==> src/rtl/core/utf8_stream_decoder_defines.svh <==
// ----------------------------------------------------------------------------
// UTF-8 stream decoder assertion macros
// Shared property shorthands for the decoder's concurrent checks.
// ----------------------------------------------------------------------------
`ifndef UTF8_STREAM_DECODER_DEFINES_SVH
`define UTF8_STREAM_DECODER_DEFINES_SVH

// Same-cycle implication, disabled while reset is held.
`define UTF8_ASSERT_IMP(label, clk, rst_n, ante, cons) \
  label: assert property (@(posedge clk) disable iff (!rst_n) (ante) |-> (cons)) \
    else $error("utf8 decoder check failed");

// Next-cycle implication, disabled while reset is held.
`define UTF8_ASSERT_NXT(label, clk, rst_n, ante, cons) \
  label: assert property (@(posedge clk) disable iff (!rst_n) (ante) |=> (cons)) \
    else $error("utf8 decoder check failed");

`endif

==> src/rtl/core/utf8_pkg.sv <==
// ----------------------------------------------------------------------------
// utf8_pkg
// Types, byte classes and status codes shared by the UTF-8 decoder.
// ----------------------------------------------------------------------------
`timescale 1ns / 1ps
`default_nettype none
package utf8_pkg;

  localparam int unsigned QueueDepth = 2;

  localparam int unsigned CpW   = 21;
  localparam int unsigned PartW = 15;

  // Byte classes decided by the front end
  typedef logic [2:0] cls_t;
  localparam cls_t CLS_ASCII = 3'd0;
  localparam cls_t CLS_LEAD2 = 3'd1;
  localparam cls_t CLS_LEAD3 = 3'd2;
  localparam cls_t CLS_LEAD4 = 3'd3;
  localparam cls_t CLS_CONT  = 3'd4;
  localparam cls_t CLS_BAD   = 3'd5;

  // Result status codes
  typedef logic [1:0] status_t;
  localparam status_t ST_OK       = 2'd0;
  localparam status_t ST_BAD_LEAD = 2'd1;
  localparam status_t ST_BAD_CONT = 2'd2;
  localparam status_t ST_TRUNC    = 2'd3;

  // One classified byte as it travels through the queue
  typedef struct packed {
    cls_t       cls;
    logic [6:0] bits;   // payload bits, already masked for the class
    logic       fin;
  } entry_t;

endpackage
`default_nettype wire

==> src/rtl/core/utf8_front.sv <==
// ----------------------------------------------------------------------------
// utf8_front
// Accept bytes and classify them by prefix into ASCII, lead, continuation or bad.
// ----------------------------------------------------------------------------
`timescale 1ns / 1ps
`default_nettype none
module utf8_front
  import utf8_pkg::*;
(
  input  logic       in_valid,
  output logic       in_stall,
  input  logic [7:0] in_byte,
  input  logic       in_stream_end,
  input  logic       q_full,
  output logic       push,
  output entry_t     push_entry
);

  assign in_stall = q_full;
  assign push     = in_valid && !q_full;

  always_comb begin
    push_entry.fin = in_stream_end;
    priority if (in_byte[7] == 1'b0) begin
      push_entry.cls  = CLS_ASCII;
      push_entry.bits = in_byte[6:0];
    end else if (in_byte[7:6] == 2'b10) begin
      push_entry.cls  = CLS_CONT;
      push_entry.bits = {1'b0, in_byte[5:0]};
    end else if (in_byte[7:5] == 3'b110) begin
      push_entry.cls  = CLS_LEAD2;
      push_entry.bits = {2'b00, in_byte[4:0]};
    end else if (in_byte[7:4] == 4'b1110) begin
      push_entry.cls  = CLS_LEAD3;
      push_entry.bits = {3'b000, in_byte[3:0]};
    end else if (in_byte[7:3] == 5'b11110) begin
      push_entry.cls  = CLS_LEAD4;
      push_entry.bits = {4'b0000, in_byte[2:0]};
    end else begin
      push_entry.cls  = CLS_BAD;
      push_entry.bits = '0;
    end
  end

endmodule
`default_nettype wire

==> src/rtl/core/utf8_queue.sv <==
// ----------------------------------------------------------------------------
// utf8_queue
// Short FIFO of classified bytes between front end and back end.
// ----------------------------------------------------------------------------
`timescale 1ns / 1ps
`default_nettype none
`include "utf8_stream_decoder_defines.svh"
module utf8_queue
  import utf8_pkg::*;
#(
  parameter int unsigned DEPTH = QueueDepth
) (
  input  logic   clk,
  input  logic   rst_n,
  input  logic   push,
  input  entry_t push_entry,
  input  logic   pop,
  output logic   full,
  output logic   q_valid,
  output entry_t q_entry
);

  localparam int unsigned PW = (DEPTH > 1) ? $clog2(DEPTH) : 1;
  localparam int unsigned CW = $clog2(DEPTH + 1);

  entry_t        mem_r [DEPTH];
  logic [PW-1:0] wr_ptr_r, wr_ptr_nxt;
  logic [PW-1:0] rd_ptr_r, rd_ptr_nxt;
  logic [CW-1:0] count_r, count_nxt;

  assign full    = (count_r == CW'(DEPTH));
  assign q_valid = (count_r != '0);
  assign q_entry = mem_r[rd_ptr_r];

  // advance with wrap at the last slot
  assign wr_ptr_nxt = !push ? wr_ptr_r :
                      (wr_ptr_r == PW'(DEPTH - 1)) ? '0 : wr_ptr_r + 1'b1;
  assign rd_ptr_nxt = !pop ? rd_ptr_r :
                      (rd_ptr_r == PW'(DEPTH - 1)) ? '0 : rd_ptr_r + 1'b1;

  always_comb begin
    unique case ({push, pop})
      2'b10:   count_nxt = count_r + 1'b1;
      2'b01:   count_nxt = count_r - 1'b1;
      default: count_nxt = count_r;
    endcase
  end

  always_ff @(posedge clk) begin
    if (push) begin
      mem_r[wr_ptr_r] <= push_entry;
    end
  end

  always_ff @(posedge clk) begin
    if (!rst_n) begin
      wr_ptr_r <= '0;
      rd_ptr_r <= '0;
      count_r  <= '0;
    end else begin
      wr_ptr_r <= wr_ptr_nxt;
      rd_ptr_r <= rd_ptr_nxt;
      count_r  <= count_nxt;
    end
  end

  `UTF8_ASSERT_IMP(a_no_overflow, clk, rst_n, push, !full)
  `UTF8_ASSERT_IMP(a_no_underflow, clk, rst_n, pop, q_valid)

endmodule
`default_nettype wire

==> src/rtl/core/utf8_back.sv <==
// ----------------------------------------------------------------------------
// utf8_back
// Sequence state and code point assembly, with a registered result stage.
// ----------------------------------------------------------------------------
`timescale 1ns / 1ps
`default_nettype none
`include "utf8_stream_decoder_defines.svh"
module utf8_back
  import utf8_pkg::*;
(
  input  logic           clk,
  input  logic           rst_n,
  input  logic           q_valid,
  input  entry_t         q_entry,
  output logic           pop,
  output logic           out_valid,
  input  logic           out_stall,
  output logic [CpW-1:0] out_scalar,
  output status_t        out_status,
  output logic           out_final_item
);

  logic [1:0]       bytes_left_r, bytes_left_nxt;
  logic [PartW-1:0] partial_r, partial_nxt;
  logic             out_valid_r;
  logic [CpW-1:0]   cp_r;
  status_t          status_r;
  logic             fin_r;

  logic             emit;
  logic [CpW-1:0]   emit_cp;
  status_t          emit_status;
  logic             emit_fin;
  logic [CpW-1:0]   cont_cp;

  // take an entry when the result stage is free or being drained
  assign pop = q_valid && (!out_valid_r || !out_stall);

  assign cont_cp = {partial_r, q_entry.bits[5:0]};

  always_comb begin
    emit           = 1'b0;
    emit_cp        = '0;
    emit_status    = ST_OK;
    emit_fin       = q_entry.fin;
    bytes_left_nxt = bytes_left_r;
    partial_nxt    = partial_r;
    if (bytes_left_r == 2'd0) begin
      unique case (q_entry.cls)
        CLS_ASCII: begin
          emit    = 1'b1;
          emit_cp = CpW'(q_entry.bits);
        end
        CLS_LEAD2, CLS_LEAD3, CLS_LEAD4: begin
          if (q_entry.fin) begin
            emit        = 1'b1;
            emit_status = ST_TRUNC;
          end else begin
            partial_nxt    = PartW'(q_entry.bits);
            bytes_left_nxt = (q_entry.cls == CLS_LEAD2) ? 2'd1 :
                             (q_entry.cls == CLS_LEAD3) ? 2'd2 : 2'd3;
          end
        end
        default: begin
          emit        = 1'b1;
          emit_status = ST_BAD_LEAD;
        end
      endcase
    end else if (q_entry.cls != CLS_CONT) begin
      emit        = 1'b1;
      emit_status = ST_BAD_CONT;
    end else if (bytes_left_r == 2'd1) begin
      emit    = 1'b1;
      emit_cp = cont_cp;
    end else if (q_entry.fin) begin
      emit        = 1'b1;
      emit_status = ST_TRUNC;
    end else begin
      partial_nxt    = cont_cp[PartW-1:0];
      bytes_left_nxt = bytes_left_r - 2'd1;
    end
    // any result drops the partial sequence
    if (emit) begin
      bytes_left_nxt = 2'd0;
    end
  end

  always_ff @(posedge clk) begin
    if (!rst_n) begin
      bytes_left_r <= 2'd0;
      out_valid_r  <= 1'b0;
    end else begin
      if (pop) begin
        bytes_left_r <= bytes_left_nxt;
        out_valid_r  <= emit;
      end else if (!out_stall) begin
        out_valid_r  <= 1'b0;
      end
    end
  end

  always_ff @(posedge clk) begin
    if (pop) begin
      partial_r <= partial_nxt;
      if (emit) begin
        cp_r     <= emit_cp;
        status_r <= emit_status;
        fin_r    <= emit_fin;
      end
    end
  end

  assign out_valid      = out_valid_r;
  assign out_scalar     = cp_r;
  assign out_status     = status_r;
  assign out_final_item = fin_r;

  `UTF8_ASSERT_IMP(a_err_zero_cp, clk, rst_n,
                   out_valid_r && (status_r != ST_OK), cp_r == '0)
  `UTF8_ASSERT_IMP(a_trunc_final, clk, rst_n,
                   out_valid_r && (status_r == ST_TRUNC), fin_r)
  `UTF8_ASSERT_NXT(a_result_clears, clk, rst_n, pop && emit, bytes_left_r == 2'd0)

endmodule
`default_nettype wire

==> src/rtl/core/utf8_stream_decoder.sv <==
// ----------------------------------------------------------------------------
// utf8_stream_decoder
// UTF-8 byte stream to code point decoder, one byte per cycle while the receiver does not stall.
// ----------------------------------------------------------------------------
// Usage:
//   Input channel (in_valid / in_stall): one byte per item, with
//   in_stream_end marking the last byte of a stream.
//   Result channel (out_valid / out_stall): a code point with a status
//   (ok, bad lead, bad continuation, truncated) and out_final_item.
//   Bytes in the middle of a sequence produce no result item.
//   The byte that completes a sequence is written into the queue, then the
//   back-end step takes it into the result register, from which the result
//   is offered.
//   Throughput: one byte per cycle while out_stall is low, set by the
//   back-end step and the one-entry-per-cycle queue port.
//   Reset (rst_n low, synchronous): empty queue, no pending result, and the
//   decoder expects a lead byte.
//   Receiver stall: the result register holds; the back end stops popping
//   and the queue fills, after which in_stall rises.
// ----------------------------------------------------------------------------
`timescale 1ns / 1ps
`default_nettype none
module utf8_stream_decoder
  import utf8_pkg::*;
#(
  parameter int unsigned QUEUE_DEPTH = QueueDepth
) (
  input  logic           clk,
  input  logic           rst_n,
  // byte input
  input  logic           in_valid,
  output logic           in_stall,
  input  logic [7:0]     in_byte,
  input  logic           in_stream_end,
  // result output
  output logic           out_valid,
  input  logic           out_stall,
  output logic [CpW-1:0] out_scalar,
  output logic [1:0]     out_status,
  output logic           out_final_item
);

  logic   q_full;
  logic   push;
  entry_t push_entry;
  logic   pop;
  logic   q_valid;
  entry_t q_entry;

  // Front end: classify each byte by its prefix and mask its payload
  utf8_front u_front (
    .in_valid      (in_valid),
    .in_stall      (in_stall),
    .in_byte       (in_byte),
    .in_stream_end (in_stream_end),
    .q_full        (q_full),
    .push          (push),
    .push_entry    (push_entry)
  );

  // Decouple classification from sequence assembly
  utf8_queue #(
    .DEPTH (QUEUE_DEPTH)
  ) u_queue (
    .clk        (clk),
    .rst_n      (rst_n),
    .push       (push),
    .push_entry (push_entry),
    .pop        (pop),
    .full       (q_full),
    .q_valid    (q_valid),
    .q_entry    (q_entry)
  );

  // Back end: track the sequence, assemble code points, hold the result
  utf8_back u_back (
    .clk            (clk),
    .rst_n          (rst_n),
    .q_valid        (q_valid),
    .q_entry        (q_entry),
    .pop            (pop),
    .out_valid      (out_valid),
    .out_stall      (out_stall),
    .out_scalar     (out_scalar),
    .out_status     (out_status),
    .out_final_item (out_final_item)
  );

endmodule
`default_nettype wire

==> config.mk <==
export PLATFORM = sky130hd
export DESIGN_NAME = utf8_stream_decoder
export DESIGN_NICKNAME = d
export VERILOG_FILES = /design/src/rtl/core/utf8_pkg.sv /design/src/rtl/core/utf8_front.sv /design/src/rtl/core/utf8_queue.sv /design/src/rtl/core/utf8_back.sv /design/src/rtl/core/utf8_stream_decoder.sv
export VERILOG_INCLUDE_DIRS = /design/src /design/src/rtl/core
export SDC_FILE = /design/constraint.sdc
export NUM_CORES = 1
export LEC_CHECK = 0
export BUFFER_PORTS_ARGS = -buffer_cell sky130_fd_sc_hd__buf_2
export CORE_MARGIN = 5
export CORE_UTILIZATION = 40
export CTS_BUF_LIST = sky130_fd_sc_hd__clkbuf_8
export DETAILED_ROUTE_END_ITERATION = 8
export PLACE_DENSITY_LB_ADDON = 0.25
export SETUP_SLACK_MARGIN = 0.05
export SLEW_MARGIN = 20
export SYNTH_ARGS = -nofsm -noshare
export SYNTH_HDL_FRONTEND = slang
export SYNTH_SLANG_ARGS = --single-unit
==> constraint.sdc <==
create_clock -name clk -period 2.57 [get_ports clk]
set_clock_uncertainty 0.1 [all_clocks]
set_input_delay 0.1285 -clock clk [delete_from_list [all_inputs] [get_ports clk]]
set_output_delay 0.1285 -clock clk [all_outputs]
set_load 0.005 [all_outputs]
==> run metrics, run 1 <==
syn nets=207; Chip Width=94.6 µm; # rows=30; synthesized instance count=193; first-pass GRT wire length=7300 µm; critical path arrival=2.21 ns; number of global-route vias before repair=1543; IO Port Bufs=38; leakage power=0.00126 µW; most numerous cell in the Yosys netlist=edfxtp_1; final setup vio count=0; clk slew on worst S/H paths=0.08 ns; Crit path largest cell delay=0.56 ns; via count=1589; FF-to-FF End=u_back.out_scalar[10]; share of cells above drive strength 1=0.316; hold_ws=0.0162 ns; gpl congestion=0.750; TritonCTS Sinks=69; initial antenna violation count=0; number of synthesized flops with an enable pin=61; initial DRC count=88; final setup TNS=0 ns; WL/cell=13.1 µm; MaxCap Viol Count=0; GRT Total Usage=0.110; post-route ant nets=0; CTS Hold Bufs=2; number of top-level pins=39; DR vias/cell=4.59; Max Buffers Root-to-Sink=2; Antenna Cells=0; Commonest cells post-synth=61 x edfxtp_1, 21 x and2_1, 20 x nor2b_1; CP endpoint=u_back.out_scalar[10]; Startpoint Class=flop; Setup Crit Path Kind=flop to flop; initial core utilization=0.416; FMAX=479 MHz; Worst Path Max Fanout=14; final hold vios=0; Req. time, crit path=2.69 ns; DIE AREA=8940 µm²; minimum clock period after layout=2.09 ns; Worst R2R Setup Slack=0.48 ns; Mean Syn Cell Area=14.8 µm²; number of remaining DRC errors=0; Pins Over Slew Limit=0; slowest stage cell, crit path=nor3_2; # Post-CTS Setup Buffers=0; largest net degree at the start of global routing=25; kind of end point of the critical path=flop; worst skew pair latency=0.34 ns; run status=finished, final reports clean; Synth cell types=45; Tcrit/Tclk final=0.813; TritonCTS buffer count=9; nets@finish=259; worst-margin pin slew=0.672 ns; warnings from Yosys=0; DR pass1 iterations=4; CTS root buf=clkbuf_8; WL final=4530 µm; Synth top area share=0.640; headroom to the max-slew limit=0.550; mapped cell area=2860 µm²; FF+latch count, synth=69; GRT overflow=0; htree depth=3; VDD IR max=0.000315 V; cells on worst reg2reg path=6; worst hold path class=input port to flop; Synth area leader=edfxtp_1; count of cells resized by post-cts repair=0; dominant synthesized flop cell=edfxtp_1; hpwl dp=3160 µm; total power=3660 µW; CTS tree=yes; Area contributors post-synth=edfxtp_1 64%, dfxtp_1 5.6%, and2_1 4.6%; RSZ-0062 raised after global routing=false; Seq/Total Area, Yosys=0.696; area grow syn2layout=20.2%; cells along the critical path=buf_4, nor3_2, a31oi_2, buf_4, nor3_2, and2_1; CORE AREA=6870 µm²; ys async rst share=0; power per cell area=1070 nW/µm²; die height=94.6 µm
-- state kept, by name (all words and copies together), names as in the netlist, 2 cells and up, named ones only --
signal               flops
u_back.bytes_left_r      2
u_back.out_scalar       21
u_queue.mem_r           22
u_back.partial_r        15
u_back.out_status        2
u_queue.count_r          2
-- worst min-delay path by stage --
stage / startpoint / endpoint / slack, ns / cells past startpoint
2_1_floorplan: in_stream_end / u_queue.mem_r[0][0] / 0.13 / 0
3_3_place_gp: in_stream_end / u_queue.mem_r[0][0] / 0.22 / 1
3_5_place_dp: in_stream_end / u_queue.mem_r[1][0] / 0.22 / 1
4_1_cts: in_byte[7] / u_queue.mem_r[0][7] / 0.004 / 2
5_1_grt: in_byte[7] / u_queue.mem_r[0][7] / 0.01 / 2
6_report: in_byte[7] / u_queue.mem_r[0][7] / 0.02 / 2
-- cells in the final DEF (no fill, tap or decap), types with 3 or more instances in the layout --
cell	n
dfxtp_1	8
nand2_1	9
buf_2	38
clkbuf_8	9
nor2b_1	20
edfxtp_1	61
o21ai_0	3
inv_1	5
nor2_1	5
mux2_2	6
a31oi_1	3
a21oi_1	4
buf_4	7
and2_1	21
xnor2_1	4
-- cell type report --
type | count | area, µm²
fill | 599 | 3430
sequential | 69 | 1990
multi-input combinational | 113 | 822
timing repair buffer | 47 | 263
clock buffer | 9 | 124
tap | 96 | 120
clock inverter | 7 | 98.8
inverter | 5 | 18.8
-- logic make-up (layout without fill, tap and decap cells) --
kind of cell    Yosys count  in the layout  share of synthesized area
compound gates           23             23                     0.0652
xor+xnor                  5              5                     0.0153
fa+ha+maj                 1              1                    0.00437
buf+inv                  11             68                     0.0179
flops                    69             69                      0.696
mux                      10             10                     0.0407
simple gates             74             74                      0.160
-- power breakdown --
group	switching, µW	internal, µW
Sequential	122	1620
Clock	413	550
Combinational	523	440
Total	1060	2610
-- through the flow --
step                area, µm²  setup WS (ns)  cells  utilization
finish                   3440          0.481    346        0.501
detailed placement       3200          0.486    328        0.465
global placement         3200          0.536    328        0.465
floorplan                2870          0.323    193            -
global route             3440          0.324    346        0.501
CTS                      3440          0.480    346        0.501
-- worst max-delay path: cells and delay by family, from the launching register on --
kind	cells	cell delay, ns
compound gates	1	0.07
buf+inv	2	0.41
simple gates	3	0.99
flops	1	0.40
-- layer usage --
metal / up-vias / track usage / part of all wire
met5: - / 0 / 0
met4: 0 / 0.0721 / 0.023
met3: 8 / 0.0351 / 0.052
met2: 37 / 0.158 / 0.45
met1: 729 / 0.141 / 0.47
li1: 815 / - / -
(Power assumes the default switching activity.)
==> inputs of run 2 (changes only) <==
--- a/config.mk
+++ b/config.mk
@@ -6,6 +6,7 @@
 export SDC_FILE = /design/constraint.sdc
 export NUM_CORES = 1
 export LEC_CHECK = 0
+export ABC_AREA = 1
 export BUFFER_PORTS_ARGS = -buffer_cell sky130_fd_sc_hd__buf_2
 export CORE_MARGIN = 5
 export CORE_UTILIZATION = 40
==> constraint.sdc (replaced) <==
create_clock -name clk -period 1.8 [get_ports clk]
set_clock_uncertainty 0.1 [all_clocks]
set_input_delay 0.09 -clock clk [delete_from_list [all_inputs] [get_ports clk]]
set_output_delay 0.09 -clock clk [all_outputs]
set_load 0.005 [all_outputs]
==> run metrics, run 2 <==
FF+latch count, synth=69; Req. time, crit path=1.76 ns; VDD IR max=0.000595 V; Fill cells=601; sequential share of power=0.423; hold_ws=0.0245 ns; largest net degree at the start of global routing=26; CTS root buf=clkbuf_8; run status=finished, final reports clean; TritonCTS Sinks=69; area grow syn2layout=29.0%; hpwl dp=3280 µm; leakage power=0.00153 µW; Tcrit/Tclk final=0.984; cell depth of the worst hold path=3; cells on worst reg2reg path=8; die height=94.6 µm; number of synthesized flops with an enable pin=61; number of top-level pins=39; share of cells above drive strength 1=0.368; Setup Crit Path Kind=flop to flop; WL/cell=11.5 µm; gpl congestion=0.766; GRT overflow=0; worst skew pair latency=0.33 ns; Area contributors post-synth=edfxtp_1 64%, dfxtp_1 5.6%, inv_1 5.1%; TritonCTS buffer count=9; Chip Width=94.6 µm; HP Start=in_byte[4]; P_int=4070 µW; sw frac=0.320; worst hold path class=input port to flop; final hold vios=0; CORE AREA=6870 µm²; Combinational Power Share=0.324; via count=1858; MaxCap Viol Count=0; critical path arrival=1.73 ns; headroom to the max-slew limit=0.715; synthesized instance count=246; kind of end point of the critical path=flop; minimum clock period after layout=1.77 ns; # rows=30; Synth area leader=edfxtp_1; final setup vio count=0; Pins Over Slew Limit=0; DR pass1 iterations=4; total power=6000 µW; Max Buffers Root-to-Sink=2; number of remaining DRC errors=0; Final Core Density=0.538; FF-to-FF End=u_back.partial_r[11]; Worst Path Max Fanout=8; DIE AREA=8960 µm²; WL final=4780 µm; Startpoint Class=flop; Clk pwr share=0.253; hold endpoint=u_queue.mem_r[0][5]; CTS tree=yes; Largest register FFs=22; IO Port Bufs=38; Mean Syn Cell Area=11.6 µm²; GRT Total Usage=0.119; mapped cell area=2870 µm²; nets@finish=330; number of global-route vias before repair=1755; Commonest cells post-synth=61 x edfxtp_1, 39 x inv_1, 31 x nor2_1; syn nets=260; Synth cell types=26; Antenna Cells=0; most common cell after layout, fill and taps aside=edfxtp_1; post-route ant nets=0; power per cell area=1620 nW/µm²; most numerous cell in the Yosys netlist=edfxtp_1; DR vias/cell=4.46; initial antenna violation count=0; commonest cells after routing, fill and taps aside=61 x edfxtp_1, 38 x inv_1, 38 x buf_2, 30 x nor2_1; FMAX=564 MHz; ys async rst share=0; RSZ-0062 raised after global routing=true; worst-margin pin slew=0.423 ns; Synth top area share=0.639; Most flops, register=u_queue.mem_r; first-pass GRT wire length=8110 µm; htree depth=3; Seq/Total Area, Yosys=0.695; initial DRC count=70; clk slew on worst S/H paths=0.08 ns; Psw=1920 µW; initial core utilization=0.417; dominant synthesized flop cell=edfxtp_1; warnings from Yosys=0; Worst R2R Setup Slack=0.03 ns
-- run 2: changes by cell type after synthesis, moves of 8 or more --
cell and change:
inv_1 +34, nor2_1 +26, and2_1 -21, nor2b_1 -20, nor2_2 +17, o21ai_0 +15
nand2_1 +14, a21oi_1 +8
-- run 2: cell families after synthesis --
kind of cell / count (synthesis) / synth area share
compound gates: 36 / 0.0694
fa+ha+maj: 1 / 0.00437
buf+inv: 47 / 0.0681
flops: 69 / 0.695
simple gates: 92 / 0.160
xor+xnor: 1 / 0.00306
-- run 2: metrics by stage --
| step | area (µm²) | worst slack (ns) | instances | TNS, ns |
|---|---|---|---|---|
| 5_1_grt | 3700 | -0.0410 | 417 | -0.346 |
| 3_3_place_gp | 3270 | 0.0840 | 389 | 0 |
| 2_1_floorplan | 2880 | 0.0507 | 246 | 0 |
| 6_report | 3700 | 0.0284 | 417 | 0 |
| 3_5_place_dp | 3270 | -0.0116 | 389 | -0.232 |
| 4_1_cts | 3610 | 0.0553 | 414 | 0 |
-- run 2: what timing repair did --
action	4_1_cts	5_1_grt
pin swaps	0	3
setup endpoints to repair	39	41
endpoints found under the hold margin	19	0
hold buffers	8	0
resized for setup	3	15
cloned	0	1
setup buffers	1	2
-- run 2: how the worst max path moves through the flow --
| stage | end | slack, ns | cells past startpoint |
|---|---|---|---|
| floorplan | u_back.partial_r[0] | 0.05 | 6 |
| global placement | u_back.out_scalar[2] | 0.08 | 8 |
| detailed placement | u_back.out_scalar[1] | -0.01 | 8 |
| CTS | u_back.partial_r[9] | 0.06 | 8 |
| global route | u_back.partial_r[5] | -0.04 | 8 |
| finish | u_back.partial_r[11] | 0.03 | 8 |
-- run 2: critical path, stage by stage (launching register included) --
cell and delay (ns):
dfxtp_4 0.42, inv_4 0.07, nand2_4 0.06, nand2_4 0.06, buf_6 0.12, inv_2 0.04, nand4_1 0.16, a21oi_4 0.27
clkbuf_16 0.19
-- run 2: cell type report --
class,instances,area (µm²),share of cell area
timing repair buffer,63,435,0.118
tap,96,120,0.0325
multi-input combinational,130,729,0.197
clock inverter,7,124,0.0335
sequential,69,2000,0.540
clock buffer,9,124,0.0335
inverter,43,169,0.0457
-- run 2: power by group through the flow --
stage / combinational (µW) / clock [µW] / sequential, µW
detailed placement: 1820 / 0 / 2560
global placement: 1770 / 0 / 2540
finish: 1940 / 1520 / 2540
CTS: 1850 / 1550 / 2520
global route: 2210 / 1630 / 2580
floorplan: 1090 / 0 / 2580
-- run 2: per-layer routing --
metal | wire length [µm] | global-route usage | vias up | share of wire
met1 | 2220 | 0.153 | 854 | 0.46
met4 | 74 | 0.0649 | 0 | 0.015
met5 | 0 | 0 | - | 0
met2 | 2230 | 0.182 | 43 | 0.47
met3 | 257 | 0.0311 | 9 | 0.054
li1 | - | - | 952 | -
